$ cat src/design/itoa_pkg.sv
// Shared types, constants, character mapping and microcode for the radix text converter.
`default_nettype none

package itoa_pkg;

  localparam int unsigned VALUE_WIDTH_DEF = 32;

  localparam int unsigned BASE_W = 6;
  localparam int unsigned REM_W  = 6;
  localparam int unsigned CHAR_W = 8;
  localparam int unsigned UPC_W  = 4;

  localparam logic [CHAR_W-1:0] CH_ZERO  = 8'h30;
  localparam logic [CHAR_W-1:0] CH_LOWA  = 8'h61;
  localparam logic [CHAR_W-1:0] CH_MINUS = 8'h2d;

  localparam logic [BASE_W-1:0] DEC_BASE = 6'd10;
  localparam logic [BASE_W-1:0] BASE_MIN = 6'd2;
  localparam logic [BASE_W-1:0] BASE_MAX = 6'd36;

  // Microprogram step addresses
  localparam logic [UPC_W-1:0] STEP_IDLE     = 4'd0;
  localparam logic [UPC_W-1:0] STEP_DIV_INIT = 4'd1;
  localparam logic [UPC_W-1:0] STEP_DIV_STEP = 4'd2;
  localparam logic [UPC_W-1:0] STEP_PUSH     = 4'd3;
  localparam logic [UPC_W-1:0] STEP_SIGN     = 4'd4;
  localparam logic [UPC_W-1:0] STEP_POP      = 4'd5;
  localparam logic [UPC_W-1:0] STEP_WAIT     = 4'd6;
  localparam logic [UPC_W-1:0] STEP_EMIT     = 4'd7;
  localparam logic [UPC_W-1:0] STEP_DONE     = 4'd8;

  typedef enum logic [2:0] {
    COND_NEVER,
    COND_ALWAYS,
    COND_NO_ACCEPT,
    COND_CNT_NZ,
    COND_QUOT_NZ,
    COND_OUT_BUSY,
    COND_SP_NZ
  } cond_e;

  typedef struct packed {
    logic             in_ready;
    logic             load;
    logic             div_init;
    logic             div_step;
    logic             push_digit;
    logic             push_minus;
    logic             pop_rd;
    logic             emit;
    cond_e            cond;
    logic [UPC_W-1:0] target;
  } ctrl_t;

  typedef struct packed {
    logic cnt_nz;
    logic quot_nz;
    logic sp_nz;
  } dp_stat_t;

  typedef struct packed {
    logic     accept;
    logic     out_busy;
    dp_stat_t dp;
  } seq_stat_t;

  function automatic logic [CHAR_W-1:0] digit_char(input logic [REM_W-1:0] d);
    logic [CHAR_W-1:0] dx;
    dx = {{(CHAR_W-REM_W){1'b0}}, d};
    if (d < REM_W'(DEC_BASE)) begin
      return CH_ZERO + dx;
    end
    return CH_LOWA + dx - CHAR_W'(DEC_BASE);
  endfunction

  function automatic ctrl_t ucode_rom(input logic [UPC_W-1:0] step);
    ctrl_t w;
    w = '{cond: COND_NEVER, target: STEP_IDLE, default: 1'b0};
    unique case (step)
      STEP_IDLE: begin
        w.in_ready = 1'b1;
        w.load     = 1'b1;
        w.cond     = COND_NO_ACCEPT;
        w.target   = STEP_IDLE;
      end
      STEP_DIV_INIT: begin
        w.div_init = 1'b1;
      end
      STEP_DIV_STEP: begin
        w.div_step = 1'b1;
        w.cond     = COND_CNT_NZ;
        w.target   = STEP_DIV_STEP;
      end
      STEP_PUSH: begin
        w.push_digit = 1'b1;
        w.cond       = COND_QUOT_NZ;
        w.target     = STEP_DIV_INIT;
      end
      STEP_SIGN: begin
        w.push_minus = 1'b1;
      end
      STEP_POP: begin
        w.pop_rd = 1'b1;
      end
      STEP_WAIT: begin
        w.cond   = COND_OUT_BUSY;
        w.target = STEP_WAIT;
      end
      STEP_EMIT: begin
        w.emit   = 1'b1;
        w.cond   = COND_SP_NZ;
        w.target = STEP_POP;
      end
      STEP_DONE: begin
        w.cond   = COND_ALWAYS;
        w.target = STEP_IDLE;
      end
      default: begin
        w.cond   = COND_ALWAYS;
        w.target = STEP_IDLE;
      end
    endcase
    return w;
  endfunction

endpackage

`default_nettype wire

$ cat src/design/itoa_ram.sv
// Generic single-write, single-read RAM with registered read data.
`default_nettype none

module itoa_ram #(
  parameter int unsigned WIDTH = 8,
  parameter int unsigned DEPTH = 33
) (
  input  wire logic                     clk_i,
  input  wire logic                     we_i,
  input  wire logic [$clog2(DEPTH)-1:0] waddr_i,
  input  wire logic [WIDTH-1:0]         wdata_i,
  input  wire logic                     re_i,
  input  wire logic [$clog2(DEPTH)-1:0] raddr_i,
  output logic      [WIDTH-1:0]         rdata_o
);

  logic [WIDTH-1:0] mem_q [DEPTH];
  logic [WIDTH-1:0] rdata_q;

  always_ff @(posedge clk_i) begin
    if (we_i) begin
      mem_q[waddr_i] <= wdata_i;
    end
    if (re_i) begin
      rdata_q <= mem_q[raddr_i];
    end
  end

  assign rdata_o = rdata_q;

endmodule

`default_nettype wire

$ cat src/design/itoa_seq.sv
// Microcode sequencer: step counter, control ROM and conditional jump logic.
`default_nettype none

module itoa_seq (
  input  wire logic                 clk_i,
  input  wire logic                 rst_ni,
  input  wire itoa_pkg::seq_stat_t  stat_i,
  output itoa_pkg::ctrl_t           ctrl_o
);

  logic [itoa_pkg::UPC_W-1:0] upc_q, upc_d;
  itoa_pkg::ctrl_t            ctrl;
  logic                       taken;

  assign ctrl = itoa_pkg::ucode_rom(upc_q);

  always_comb begin
    unique case (ctrl.cond)
      itoa_pkg::COND_NEVER:     taken = 1'b0;
      itoa_pkg::COND_ALWAYS:    taken = 1'b1;
      itoa_pkg::COND_NO_ACCEPT: taken = !stat_i.accept;
      itoa_pkg::COND_CNT_NZ:    taken = stat_i.dp.cnt_nz;
      itoa_pkg::COND_QUOT_NZ:   taken = stat_i.dp.quot_nz;
      itoa_pkg::COND_OUT_BUSY:  taken = stat_i.out_busy;
      itoa_pkg::COND_SP_NZ:     taken = stat_i.dp.sp_nz;
      default:                  taken = 1'b1;
    endcase
    upc_d = taken ? ctrl.target : upc_q + 1'b1;
  end

  always_ff @(posedge clk_i or negedge rst_ni) begin
    if (!rst_ni) begin
      upc_q <= itoa_pkg::STEP_IDLE;
    end else begin
      upc_q <= upc_d;
    end
  end

  assign ctrl_o = ctrl;

endmodule

`default_nettype wire

$ cat src/design/itoa_dp.sv
// Datapath: operand load, one-bit-per-cycle restoring divider and character stack.
`default_nettype none

module itoa_dp #(
  parameter int unsigned VALUE_WIDTH = itoa_pkg::VALUE_WIDTH_DEF
) (
  input  wire logic                                 clk_i,
  input  wire logic                                 rst_ni,
  input  wire itoa_pkg::ctrl_t                      ctrl_i,
  input  wire logic                                 load_i,
  input  wire logic signed [VALUE_WIDTH-1:0]        value_i,
  input  wire logic        [itoa_pkg::BASE_W-1:0]   base_i,
  output logic             [itoa_pkg::CHAR_W-1:0]   rd_data_o,
  output itoa_pkg::dp_stat_t                        stat_o
);

  localparam int unsigned DEPTH = VALUE_WIDTH + 1;
  localparam int unsigned AW    = $clog2(DEPTH);
  localparam int unsigned SP_W  = $clog2(DEPTH + 1);
  localparam int unsigned CNT_W = $clog2(VALUE_WIDTH);

  logic [VALUE_WIDTH-1:0]          quot_q, quot_d;
  logic [itoa_pkg::REM_W-1:0]      rem_q, rem_d;
  logic [itoa_pkg::BASE_W-1:0]     base_q, base_d;
  logic                            neg_q, neg_d;
  logic [CNT_W-1:0]                cnt_q, cnt_d;
  logic [SP_W-1:0]                 sp_q, sp_d;

  logic [VALUE_WIDTH-1:0]          value_u;
  logic [itoa_pkg::BASE_W-1:0]     base_sat;
  logic                            is_neg;
  logic [itoa_pkg::REM_W:0]        trial;
  logic                            ge;
  logic                            wr_en;
  logic [itoa_pkg::CHAR_W-1:0]     wr_data;
  logic [SP_W-1:0]                 sp_dec;

  assign value_u = $unsigned(value_i);
  assign trial   = {rem_q, quot_q[VALUE_WIDTH-1]};
  assign ge      = trial >= {1'b0, base_q};
  assign sp_dec  = sp_q - 1'b1;

  always_comb begin
    priority if (base_i < itoa_pkg::BASE_MIN) begin
      base_sat = itoa_pkg::BASE_MIN;
    end else if (base_i > itoa_pkg::BASE_MAX) begin
      base_sat = itoa_pkg::BASE_MAX;
    end else begin
      base_sat = base_i;
    end
  end

  assign is_neg = value_u[VALUE_WIDTH-1] && (base_sat == itoa_pkg::DEC_BASE);

  always_comb begin
    quot_d = quot_q;
    rem_d  = rem_q;
    base_d = base_q;
    neg_d  = neg_q;
    cnt_d  = cnt_q;
    sp_d   = sp_q;
    if (load_i) begin
      quot_d = is_neg ? ({VALUE_WIDTH{1'b0}} - value_u) : value_u;
      base_d = base_sat;
      neg_d  = is_neg;
      sp_d   = '0;
    end
    if (ctrl_i.div_init) begin
      rem_d = '0;
      cnt_d = CNT_W'(VALUE_WIDTH - 1);
    end
    if (ctrl_i.div_step) begin
      // shift in one quotient bit, keep the partial remainder below the base
      quot_d = {quot_q[VALUE_WIDTH-2:0], ge};
      rem_d  = ge ? itoa_pkg::REM_W'(trial - {1'b0, base_q})
                  : trial[itoa_pkg::REM_W-1:0];
      cnt_d  = cnt_q - 1'b1;
    end
    if (wr_en) begin
      sp_d = sp_q + 1'b1;
    end
    if (ctrl_i.pop_rd) begin
      sp_d = sp_dec;
    end
  end

  assign wr_en   = ctrl_i.push_digit || (ctrl_i.push_minus && neg_q);
  assign wr_data = ctrl_i.push_minus ? itoa_pkg::CH_MINUS : itoa_pkg::digit_char(rem_q);

  always_ff @(posedge clk_i or negedge rst_ni) begin
    if (!rst_ni) begin
      cnt_q <= '0;
      sp_q  <= '0;
    end else begin
      cnt_q <= cnt_d;
      sp_q  <= sp_d;
    end
  end

  always_ff @(posedge clk_i) begin
    quot_q <= quot_d;
    rem_q  <= rem_d;
    base_q <= base_d;
    neg_q  <= neg_d;
  end

  itoa_ram #(
    .WIDTH (itoa_pkg::CHAR_W),
    .DEPTH (DEPTH)
  ) u_stack (
    .clk_i   (clk_i),
    .we_i    (wr_en),
    .waddr_i (sp_q[AW-1:0]),
    .wdata_i (wr_data),
    .re_i    (ctrl_i.pop_rd),
    .raddr_i (sp_dec[AW-1:0]),
    .rdata_o (rd_data_o)
  );

  assign stat_o.cnt_nz  = (cnt_q != '0);
  assign stat_o.quot_nz = (quot_q != '0);
  assign stat_o.sp_nz   = (sp_q != '0);

  a_sp_in_range: assert property (@(posedge clk_i) disable iff (!rst_ni)
    sp_q <= SP_W'(DEPTH))
    else $error("stack pointer beyond stack depth");

  a_push_has_room: assert property (@(posedge clk_i) disable iff (!rst_ni)
    wr_en |-> sp_q < SP_W'(DEPTH))
    else $error("push into a full stack");

  a_pop_not_empty: assert property (@(posedge clk_i) disable iff (!rst_ni)
    ctrl_i.pop_rd |-> sp_q != '0)
    else $error("pop from an empty stack");

endmodule

`default_nettype wire

$ cat src/design/integer_to_ascii_radix.sv
// Top level: integer to ASCII text in radix 2..36, one character per output item.
//
//  channel | direction | signals                               | handshake
//  --------+-----------+---------------------------------------+-----------------------
//  in      | in        | value_i[VALUE_WIDTH-1:0], base_i[5:0] | in_valid_i / in_stall_o
//  out     | out       | character_o[7:0], last_o              | out_valid_o / out_stall_i
//
//  One item at a time. Each digit is divided out in the shared one-bit-per-cycle
//  divider (init, then one step per quotient bit) and pushed; each character is then
//  popped from the stack and emitted, with load, sign and return steps per item.
//  Reset clears the step counter and stack pointer; no clearing pass is needed.
//  A stalled output holds the sequencer in its wait step; no character is dropped.
`default_nettype none

module integer_to_ascii_radix #(
  parameter int unsigned VALUE_WIDTH = itoa_pkg::VALUE_WIDTH_DEF
) (
  input  wire logic                                clk_i,
  input  wire logic                                rst_ni,
  input  wire logic                                in_valid_i,
  output logic                                     in_stall_o,
  input  wire logic signed [VALUE_WIDTH-1:0]       value_i,
  input  wire logic        [itoa_pkg::BASE_W-1:0]  base_i,
  output logic                                     out_valid_o,
  input  wire logic                                out_stall_i,
  output logic             [itoa_pkg::CHAR_W-1:0]  character_o,
  output logic                                     last_o
);

  itoa_pkg::ctrl_t             ctrl;
  itoa_pkg::dp_stat_t          dp_stat;
  itoa_pkg::seq_stat_t         seq_stat;
  logic [itoa_pkg::CHAR_W-1:0] rd_data;
  logic                        in_accept;
  logic                        out_busy;

  logic                        out_valid_q, out_valid_d;
  logic [itoa_pkg::CHAR_W-1:0] char_q;
  logic                        last_q;

  assign in_stall_o = !ctrl.in_ready;
  assign in_accept  = in_valid_i && ctrl.in_ready;
  assign out_busy   = out_valid_q && out_stall_i;

  assign seq_stat.accept   = in_accept;
  assign seq_stat.out_busy = out_busy;
  assign seq_stat.dp       = dp_stat;

  itoa_seq u_seq (
    .clk_i  (clk_i),
    .rst_ni (rst_ni),
    .stat_i (seq_stat),
    .ctrl_o (ctrl)
  );

  itoa_dp #(
    .VALUE_WIDTH (VALUE_WIDTH)
  ) u_dp (
    .clk_i     (clk_i),
    .rst_ni    (rst_ni),
    .ctrl_i    (ctrl),
    .load_i    (ctrl.load && in_accept),
    .value_i   (value_i),
    .base_i    (base_i),
    .rd_data_o (rd_data),
    .stat_o    (dp_stat)
  );

  // Output register: drop the valid once taken, load on emit
  always_comb begin
    out_valid_d = out_valid_q && out_stall_i;
    if (ctrl.emit) begin
      out_valid_d = 1'b1;
    end
  end

  always_ff @(posedge clk_i or negedge rst_ni) begin
    if (!rst_ni) begin
      out_valid_q <= 1'b0;
    end else begin
      out_valid_q <= out_valid_d;
    end
  end

  always_ff @(posedge clk_i) begin
    if (ctrl.emit) begin
      char_q <= rd_data;
      last_q <= !dp_stat.sp_nz;
    end
  end

  assign out_valid_o = out_valid_q;
  assign character_o = char_q;
  assign last_o      = last_q;

  a_emit_into_empty: assert property (@(posedge clk_i) disable iff (!rst_ni)
    ctrl.emit |-> !out_valid_q)
    else $error("character emitted over an undelivered one");

  a_out_hold_valid: assert property (@(posedge clk_i) disable iff (!rst_ni)
    out_valid_o && out_stall_i |=> out_valid_o)
    else $error("stalled item dropped");

  a_out_hold_data: assert property (@(posedge clk_i) disable iff (!rst_ni)
    out_valid_o && out_stall_i |=> $stable(character_o) && $stable(last_o))
    else $error("stalled item changed");

endmodule

`default_nettype wire

$ cat config.mk
export PLATFORM = sky130hd
export DESIGN_NAME = integer_to_ascii_radix
export DESIGN_NICKNAME = d
export VERILOG_FILES = /design/src/design/itoa_pkg.sv /design/src/design/itoa_ram.sv /design/src/design/itoa_seq.sv /design/src/design/itoa_dp.sv /design/src/design/integer_to_ascii_radix.sv
export SDC_FILE = /design/constraint.sdc
export NUM_CORES = 1
export LEC_CHECK = 0
export ABC_AREA = 1
export ABC_CLOCK_PERIOD_IN_PS = 5400
export BUFFER_PORTS_ARGS = -buffer_cell sky130_fd_sc_hd__buf_2
export CAP_MARGIN = 20
export CELL_PAD_IN_SITES_DETAIL_PLACEMENT = 1
export CELL_PAD_IN_SITES_GLOBAL_PLACEMENT = 1
export CORE_MARGIN = 2
export CORE_UTILIZATION = 35
export DETAILED_ROUTE_END_ITERATION = 6
export PLACE_DENSITY_LB_ADDON = 0.1
export SLEW_MARGIN = 20
export SYNTH_ARGS = -nofsm -noshare
export SYNTH_HDL_FRONTEND = slang
export SYNTH_HIERARCHICAL = 1
export SYNTH_SLANG_ARGS = --single-unit
export TNS_END_PERCENT = 1
$ cat constraint.sdc
create_clock -name clk_i -period 5.4 [get_ports clk_i]
set_input_delay 1.62 -clock clk_i [delete_from_list [all_inputs] [get_ports clk_i]]
set_output_delay 1.62 -clock clk_i [all_outputs]
set_load 0.005 [all_outputs]
==> summary.md, run 1 <==
| Metric | Value |
|---|---|
| Status | completed |
| RSZ-0062 raised after global routing | no |
| Crit Path Category | flop to flop |
| Switching power share of the total | 0.420 |
| Total wire length after detailed routing | 48400 um |
| Htree depth | 2 |
| Clock network power share | 0.224 |
| Antenna violations before repair | 0 |
| Overall via count from detail_route | 12135 |
| Worst Hold End | character_o[1] |
| End-of-flow core utilization | 0.399 |
| Number of endpoints failing setup at the final stage | 0 |
| Cell family with the largest share of critical-path delay | buffers and inverters |
| DRC violation total after the first TritonRoute iteration | roughly 680 |
| Largest stage delay, worst path | 0.76 ns |
| Final period demand of the worst path | 3.60 ns |
| CTS tree | yes |
| Number of max-slew violations in the final report | 0 |
| Crit-path max FO | 73 |
| Layout overhead on the synthesized area | 12.2% |
| Final global-route overflow total | 0 |
| Pin slew with the least headroom to its limit | approximately 1.1 ns |
| Num ports | 53 |
| Beginning of the worst register-to-register path | u_dp/sp_q[0] |
| Number of clock sinks | 342 |
| Total power divided by cell area | 626 nW/um^2 |
| Highest routed layer | met4 |
| CTS root buffer | sky130_fd_sc_hd__clkbuf_16 |
| Amount of wire on met2 after detailed routing | between 20000 and 25000 um |
| Register-to-Register Setup Slack | ~1.8 ns |
| Internal Power | 6.76 mW |
| Final weighted congestion in routability-driven placement | 0.795 |
| Critical R2R Capture | u_dp/u_stack/rdata_o[6] |
| Min-delay src | u_dp/u_stack/rdata_o[1] |
| Post-Syn Nets | 1770 |
| Hold Buf Count CTS | 0 |
| Yosys warning count | 6 |
| First-pass GRT wire length | 75200 um |
| Number of buffers and inverters on the critical path | 4 |
| Detailed-routed wire length on met3 | 1580 um |
| Post-CTS Setup Bufs | 0 |
| Smallest setup slack after layout | ~1.8 ns |
| Endpoint type of the worst setup path | flop |
| Worst hold path type | flop to flop |
| Vias in the first global route | 12674 |
| Core region area | 46700 sq um |
| Total inserted antenna cells | 0 |
| Mean Syn Cell Area | 9.73 sq um |
| Largest clock skew in the final design | 0.0233 ns |
| Number of design rule violations left after detail routing | 0 |
| Number of buffers created by CTS | 40 |
| Port buffer count | 52 |
| Number of failing hold endpoints at the final stage | 0 |
| Die extent in y | 222 um |
| Max-cap violations | 0 |
| Horiz. Die Dim | 222 um |
| Total routed wire length on the met1 layer | 21200 um |
| Post-Syn Instances | 1706 |
| CP max-delay cell | sky130_fd_sc_hd__buf_4 |
| Worst Reg-to-Reg Cells | 12 |
| Fmax | 0.278 GHz |
| Wire length per cell after detailed routing | 20.3 um |
| Startpoint types | flop |
| Total iterations of the first detailed-routing run | 5 |
| Setup total negative slack | 0 ns |
| Total number of placement rows | 79 |
| Switching power | 4.89 mW |
| Power share of the sequential group | 0.354 |
| Cell Chain, Critical Path | clkinv_2 > clkinv_2 > buf_4 > buf_4 > nand2_1 > nand3_1 > nand3_1 > nand2_1 > nand2_1 > nand3_1 > nand3_1 > nand2_1 |
| Post-CTS clock slew at the launch and capture registers of the worst setup and hold paths | around 0.060 ns |
| CP required | 5.81 ns |
| Detailed placer's ending HPWL | 31800 um |
| Netlist Area Pre-Place | 16600 sq um |
| Total leakage power | 7.26 nW |
| Power share of the combinational group | 0.422 |
| Arr. time, crit path | ~4 ns |
| Ratio of final minimum period to clock period | 0.667 |
| Residual antenna-violating net count after detailed routing | 0 |
| Die Outline Area | 49200 sq um |
| Number of buffers between clock root and the deepest sink | 3 |
| Slew margin rel. | 0.277 |
| Post-DR vias/cell | roughly 5.1 |
| CP startpoint | u_dp/sp_q[0] |
| Post-place setup slack | 1.81 ns |
| Number of gates resized after CTS | 0 |
| Initial Util | 0.356 |
| Maximum number of pins on one net before global-route repair | 74 |
| Net total in the final layout | 1813 |
| Share of final-layout standard cells stronger than drive strength 1 | 0.107 |
| Insertion delay to the later sink of the worst-skew pair | 0.56 ns |
| Overall track demand over capacity in global routing | 0.197 |
| Cell depth of the worst min-delay path | 0 |
| Maximum VDD drop | 0.000352 V |
==> per-stage QoR <==
step                      cells  instance area (sq um)  hold WS, ns  power [mW]
after CTS                  2383                  18500        0.448        11.7
after global placement     2311                  17300        0.439        8.93
after floorplan            1706                  16600        0.400        7.16
after detailed placement   2311                  17300        0.434        9.02
after global routing       2386                  18600        0.456        12.4
final                      2386                  18600        0.441        11.6
==> worst register-to-register path: stages (launching register included) <==
cell	delay (ns)
sky130_fd_sc_hd__dfrtp_1	0.53
sky130_fd_sc_hd__clkinv_2	0.45
sky130_fd_sc_hd__clkinv_2	0.15
sky130_fd_sc_hd__buf_4	0.53
sky130_fd_sc_hd__buf_4	0.79
sky130_fd_sc_hd__nand2_1	0.19
sky130_fd_sc_hd__nand3_1	0.10
sky130_fd_sc_hd__nand3_1	0.14
sky130_fd_sc_hd__nand2_1	0.13
sky130_fd_sc_hd__nand2_1	0.06
sky130_fd_sc_hd__nand3_1	0.11
sky130_fd_sc_hd__nand3_1	0.16
sky130_fd_sc_hd__nand2_1	0.13
==> state kept, by name (all words and copies together) (netlist names) <==
name / flops
u_dp/u_stack/rdata_o: 8
u_dp/u_stack/mem_q: 264
u_dp/quot_q: 32
u_dp/base_q: 6
u_dp/cnt_q: 5
u_dp/sp_q: 6
character_o: 8
u_dp/neg_q: 1
last_o: 1
u_dp/rem_q: 6
out_valid_o: 1
u_seq/upc_q: 4
==> how the worst max path moves through the flow <==
stage	end	slack [ns]	depth (start not counted)
finish	u_dp/u_stack/rdata_o[6]	1.80	12
global route	u_dp/u_stack/rdata_o[1]	1.52	12
CTS	u_dp/u_stack/rdata_o[6]	1.78	12
detailed placement	u_dp/u_stack/rdata_o[6]	1.81	12
global placement	u_dp/u_stack/rdata_o[1]	1.89	12
floorplan	u_dp/u_stack/mem_q[0][6]	2.34	7
==> power by group through the flow <==
stage | sequential [mW] | combinational (mW) | clock, mW
global route | 4.15 | 5.45 | 2.77
detailed placement | 4.19 | 4.83 | 0
CTS | 4.14 | 4.85 | 2.68
global placement | 4.18 | 4.74 | 0
floorplan | 4.12 | 3.04 | 0
finish | 4.12 | 4.92 | 2.61
==> placed cells by master, fill, tap and decap left out, types with 12 or more instances in the layout <==
cell,n
sky130_fd_sc_hd__clkbuf_16,42
sky130_fd_sc_hd__inv_2,16
sky130_fd_sc_hd__edfxtp_1,326
sky130_fd_sc_hd__nand4_1,16
sky130_fd_sc_hd__a21oi_1,15
sky130_fd_sc_hd__o21ai_0,12
sky130_fd_sc_hd__nand2_1,619
sky130_fd_sc_hd__ha_1,21
sky130_fd_sc_hd__buf_4,19
sky130_fd_sc_hd__inv_1,81
sky130_fd_sc_hd__xor2_1,19
sky130_fd_sc_hd__nand3_1,289
sky130_fd_sc_hd__dfrtp_1,16
sky130_fd_sc_hd__nor2_1,122
sky130_fd_sc_hd__buf_2,52
==> final cells by class <==
class | instances | area [sq um]
sequential | 342 | 10200
clock buffer | 53 | 1100
tap | 607 | 759
inverter | 101 | 382
fill | 5320 | 28000
timing repair buffer | 74 | 485
multi-input combinational | 1190 | 5550
clock inverter | 19 | 151
==> routing by layer <==
layer  global-route usage  vias to the layer above
met2                0.345                      203
met3               0.0232                       78
met4               0.0658                        0
met1                0.255                     6013
li1                     -                     5841
met5                    0                        -
Power figures use the tool's default switching activity.
==> run 2, diff against run 1 <==
--- a/config.mk
+++ b/config.mk
@@ -6,7 +6,7 @@
 export NUM_CORES = 1
 export LEC_CHECK = 0
 export ABC_AREA = 1
-export ABC_CLOCK_PERIOD_IN_PS = 5400
+export ABC_CLOCK_PERIOD_IN_PS = 3300
 export BUFFER_PORTS_ARGS = -buffer_cell sky130_fd_sc_hd__buf_2
 export CAP_MARGIN = 20
 export CELL_PAD_IN_SITES_DETAIL_PLACEMENT = 1
==> constraint.sdc (replaced) <==
create_clock -name clk_i -period 3.3 [get_ports clk_i]
set_input_delay 0.99 -clock clk_i [delete_from_list [all_inputs] [get_ports clk_i]]
set_output_delay 0.99 -clock clk_i [all_outputs]
set_load 0.005 [all_outputs]
==> run 2 against run 1 <==
Hold slack worse by 0.075 ns. Cell count is 1.6% higher. Clock power increased by 69%. Combinational power up 62%. Largest power group unchanged. Maximum frequency up 31%.
==> summary.md, run 2 (synthesis results as in run 1) <==
| Metric | Value |
|---|---|
| Register-to-Register Setup Slack | 0.56 ns (-1.24 ns) |
| Overall track demand over capacity in global routing | 0.202 (+0.00426) |
| CP required | 3.65 ns (-2.16 ns) |
| Slew margin rel. | 0.299 (+0.0225) |
| Residual antenna-violating net count after detailed routing | 0 (unchanged) |
| Biggest regs | u_dp/u_stack/mem_q: 264 flops, u_dp/quot_q: 32 flops |
| Status | completed |
| Insertion delay to the later sink of the worst-skew pair | 0.54 ns (-0.02 ns) |
| Maximum VDD drop | 0.000556 V (+58%) |
| Largest clock skew in the final design | 0.0148 ns (-0.00855 ns) |
| Num ports | 53 (unchanged) |
| Endpoint type of the worst setup path | flop |
| Number of design rule violations left after detail routing | 0 (unchanged) |
| Pin slew with the least headroom to its limit | 1.05 ns (-0.0349 ns) |
| Highest routed layer | met4 |
| Total inserted antenna cells | 0 (unchanged) |
| First-pass GRT wire length | 76400 um (+1.6%) |
| Number of buffers between clock root and the deepest sink | 3 (unchanged) |
| Maximum number of pins on one net before global-route repair | 132 (+78%) |
| Die extent in y | 222 um (unchanged) |
| Detailed placer's ending HPWL | 33000 um (+3.7%) |
| Die Outline Area | 49200 sq um (unchanged) |
| Total number of placement rows | 79 (unchanged) |
| Layout overhead on the synthesized area | 14.1% |
| CTS root buffer | sky130_fd_sc_hd__clkbuf_16 |
| Overall via count from detail_route | 12107 (-0.23%) |
| Number of clock sinks | 342 (unchanged) |
| Crit-path max FO | 17 (-77%) |
| Number of gates resized after CTS | 0 (unchanged) |
| Total iterations of the first detailed-routing run | 5 (unchanged) |
| Net total in the final layout | 1854 (+2.3%) |
| Crit Path Category | flop to flop |
| Htree depth | 2 (unchanged) |
| Number of buffers created by CTS | 39 (-2.5%) |
| Post-CTS clock slew at the launch and capture registers of the worst setup and hold paths | 0.06 ns (about the same) |
| Antenna violations before repair | 0 (unchanged) |
| Fmax | 0.364 GHz (+31%) |
| Number of endpoints failing setup at the final stage | 0 (unchanged) |
| Total area of sequential cells | 10200 sq um (unchanged) |
| Horiz. Die Dim | 222 um (unchanged) |
| Amount of wire on met2 after detailed routing | 24700 um (+2.2%) |
| DRC violation total after the first TritonRoute iteration | 658 (-3.8%) |
| Port buffer count | 52 (unchanged) |
| Filler cell count in the final layout | 5314 (-0.11%) |
| CTS tree | yes |
| Total power divided by cell area | 1010 nW/um^2 (+61%) |
| Top library cells by usage in the layout, fill and taps aside | 619 x sky130_fd_sc_hd__nand2_1, 326 x sky130_fd_sc_hd__edfxtp_1, 289 x sky130_fd_sc_hd__nand3_1 |
| Largest stage delay, worst path | 0.66 ns (-0.10 ns) |
| Hold Buf Count CTS | 0 (unchanged) |
| Arr. time, crit path | 3.09 ns (-0.92 ns) |
| End-of-flow core utilization | 0.406 (+0.00687) |
| Worst hold path type | primary input to async pin |
| Initial Util | 0.356 (unchanged) |
| Total leakage power | 7.48 nW (+3.1%) |
| Total wire length after detailed routing | 49000 um (+1.3%) |
| Core region area | 46700 sq um (unchanged) |
| Post-CTS Setup Bufs | 0 (unchanged) |
| Wire length per cell after detailed routing | 20.2 um (-0.36%) |
| Detailed-routed wire length on met3 | 1550 um (-1.8%) |
| Startpoint types | flop |
| Max-cap violations | 0 (unchanged) |
| CP max-delay cell | sky130_fd_sc_hd__nor2_2 |
| Final weighted congestion in routability-driven placement | 0.817 (+2.8%) |
| Final period demand of the worst path | 2.74 ns (-0.858 ns) |
| Vias in the first global route | 12736 (+0.49%) |
| Ratio of final minimum period to clock period | 0.832 (+0.165) |
| RSZ-0062 raised after global routing | no |
| Share of final-layout standard cells stronger than drive strength 1 | 0.129 (+0.0225) |
| Total routed wire length on the met1 layer | 21500 um (+1.5%) |
| Cell repeated most along the worst path | sky130_fd_sc_hd__inv_1 |
| Number of max-slew violations in the final report | 0 (unchanged) |
| Setup total negative slack | 0 ns (unchanged) |
| Number of failing hold endpoints at the final stage | 0 (unchanged) |
| Register ranked first by flip-flop count | u_dp/u_stack/mem_q |
| Cell Chain, Critical Path | inv_1 > ha_1 > nand3_1 > inv_1 > inv_1 > nand2_1 > nor2_2 > buf_4 |
| Overall power consumption | 19.1 mW (+64%) |
| Number of flip-flops in the largest register | 264 (unchanged) |
| Most common cell after layout, fill and taps aside | sky130_fd_sc_hd__nand2_1 |
| Multi-input gate area in the final layout | 5550 sq um (unchanged) |
| Final global-route overflow total | 0 (unchanged) |
| Post-DR vias/cell | 4.99 (-1.8%) |
## run 2: cell types whose count changed in the layout (fill, tap and decap cells not counted), moves of 3 or more
cell / before / now
sky130_fd_sc_hd__buf_16: 3 / 0
sky130_fd_sc_hd__buf_4: 19 / 61
sky130_fd_sc_hd__clkinv_1: 8 / 4
sky130_fd_sc_hd__clkinv_2: 11 / 8
sky130_fd_sc_hd__inv_6: 0 / 3
## run 2: area by class of cell
type | instances | area share
tap | 607 | 0.0401
clock buffer | 50 | 0.0565
clock inverter | 19 | 0.0114
multi-input combinational | 1190 | 0.293
inverter | 101 | 0.0201
sequential | 342 | 0.538
timing repair buffer | 116 | 0.0408
## run 2: per-stage QoR
step           setup slack (ns)  hold slack [ns]  std cells  instance area [sq um]
2_1_floorplan             0.235            0.400       1706                  16600
3_3_place_gp              0.585            0.453       2355                  17600
3_5_place_dp              0.537            0.459       2355                  17600
4_1_cts                   0.520            0.357       2424                  18900
5_1_grt                   0.382            0.385       2425                  18900
6_report                  0.556            0.366       2425                  18900
## run 2: final timing paths
check	startpoint	endpoint	cells after the start
max in group asynchronous	rst_ni	u_dp/cnt_q[3]	1
min reg2reg	u_dp/cnt_q[3]	u_dp/cnt_q[3]	1
max	u_seq/upc_q[0]	u_dp/u_stack/mem_q[13][7]	8
max reg2reg	u_seq/upc_q[0]	u_dp/u_stack/mem_q[13][7]	8
min	rst_ni	out_valid_o	1
min in group clk_i	u_dp/cnt_q[3]	u_dp/cnt_q[3]	1
## run 2: metal layers
layer / global-route usage / vias up
met3: 0.0297 / 66
met4: 0.0569 / 0
met5: 0 / -
met1: 0.258 / 5936
met2: 0.355 / 182
li1: - / 5923
## run 2: critical path: cells and delay by family, from the launching register on
| kind | cells | cell delay (ns) |
|---|---|---|
| adder cells (fa/ha/maj) | 1 | 0.25 |
| flip-flops | 1 | 0.41 |
| AND/OR/NAND/NOR | 3 | 0.93 |
| buffers and inverters | 4 | 0.93 |
## run 2: power by group
group	switching, mW	internal (mW)
clock	1.78	2.62
combinational	5.91	2.06
sequential	0.290	6.43
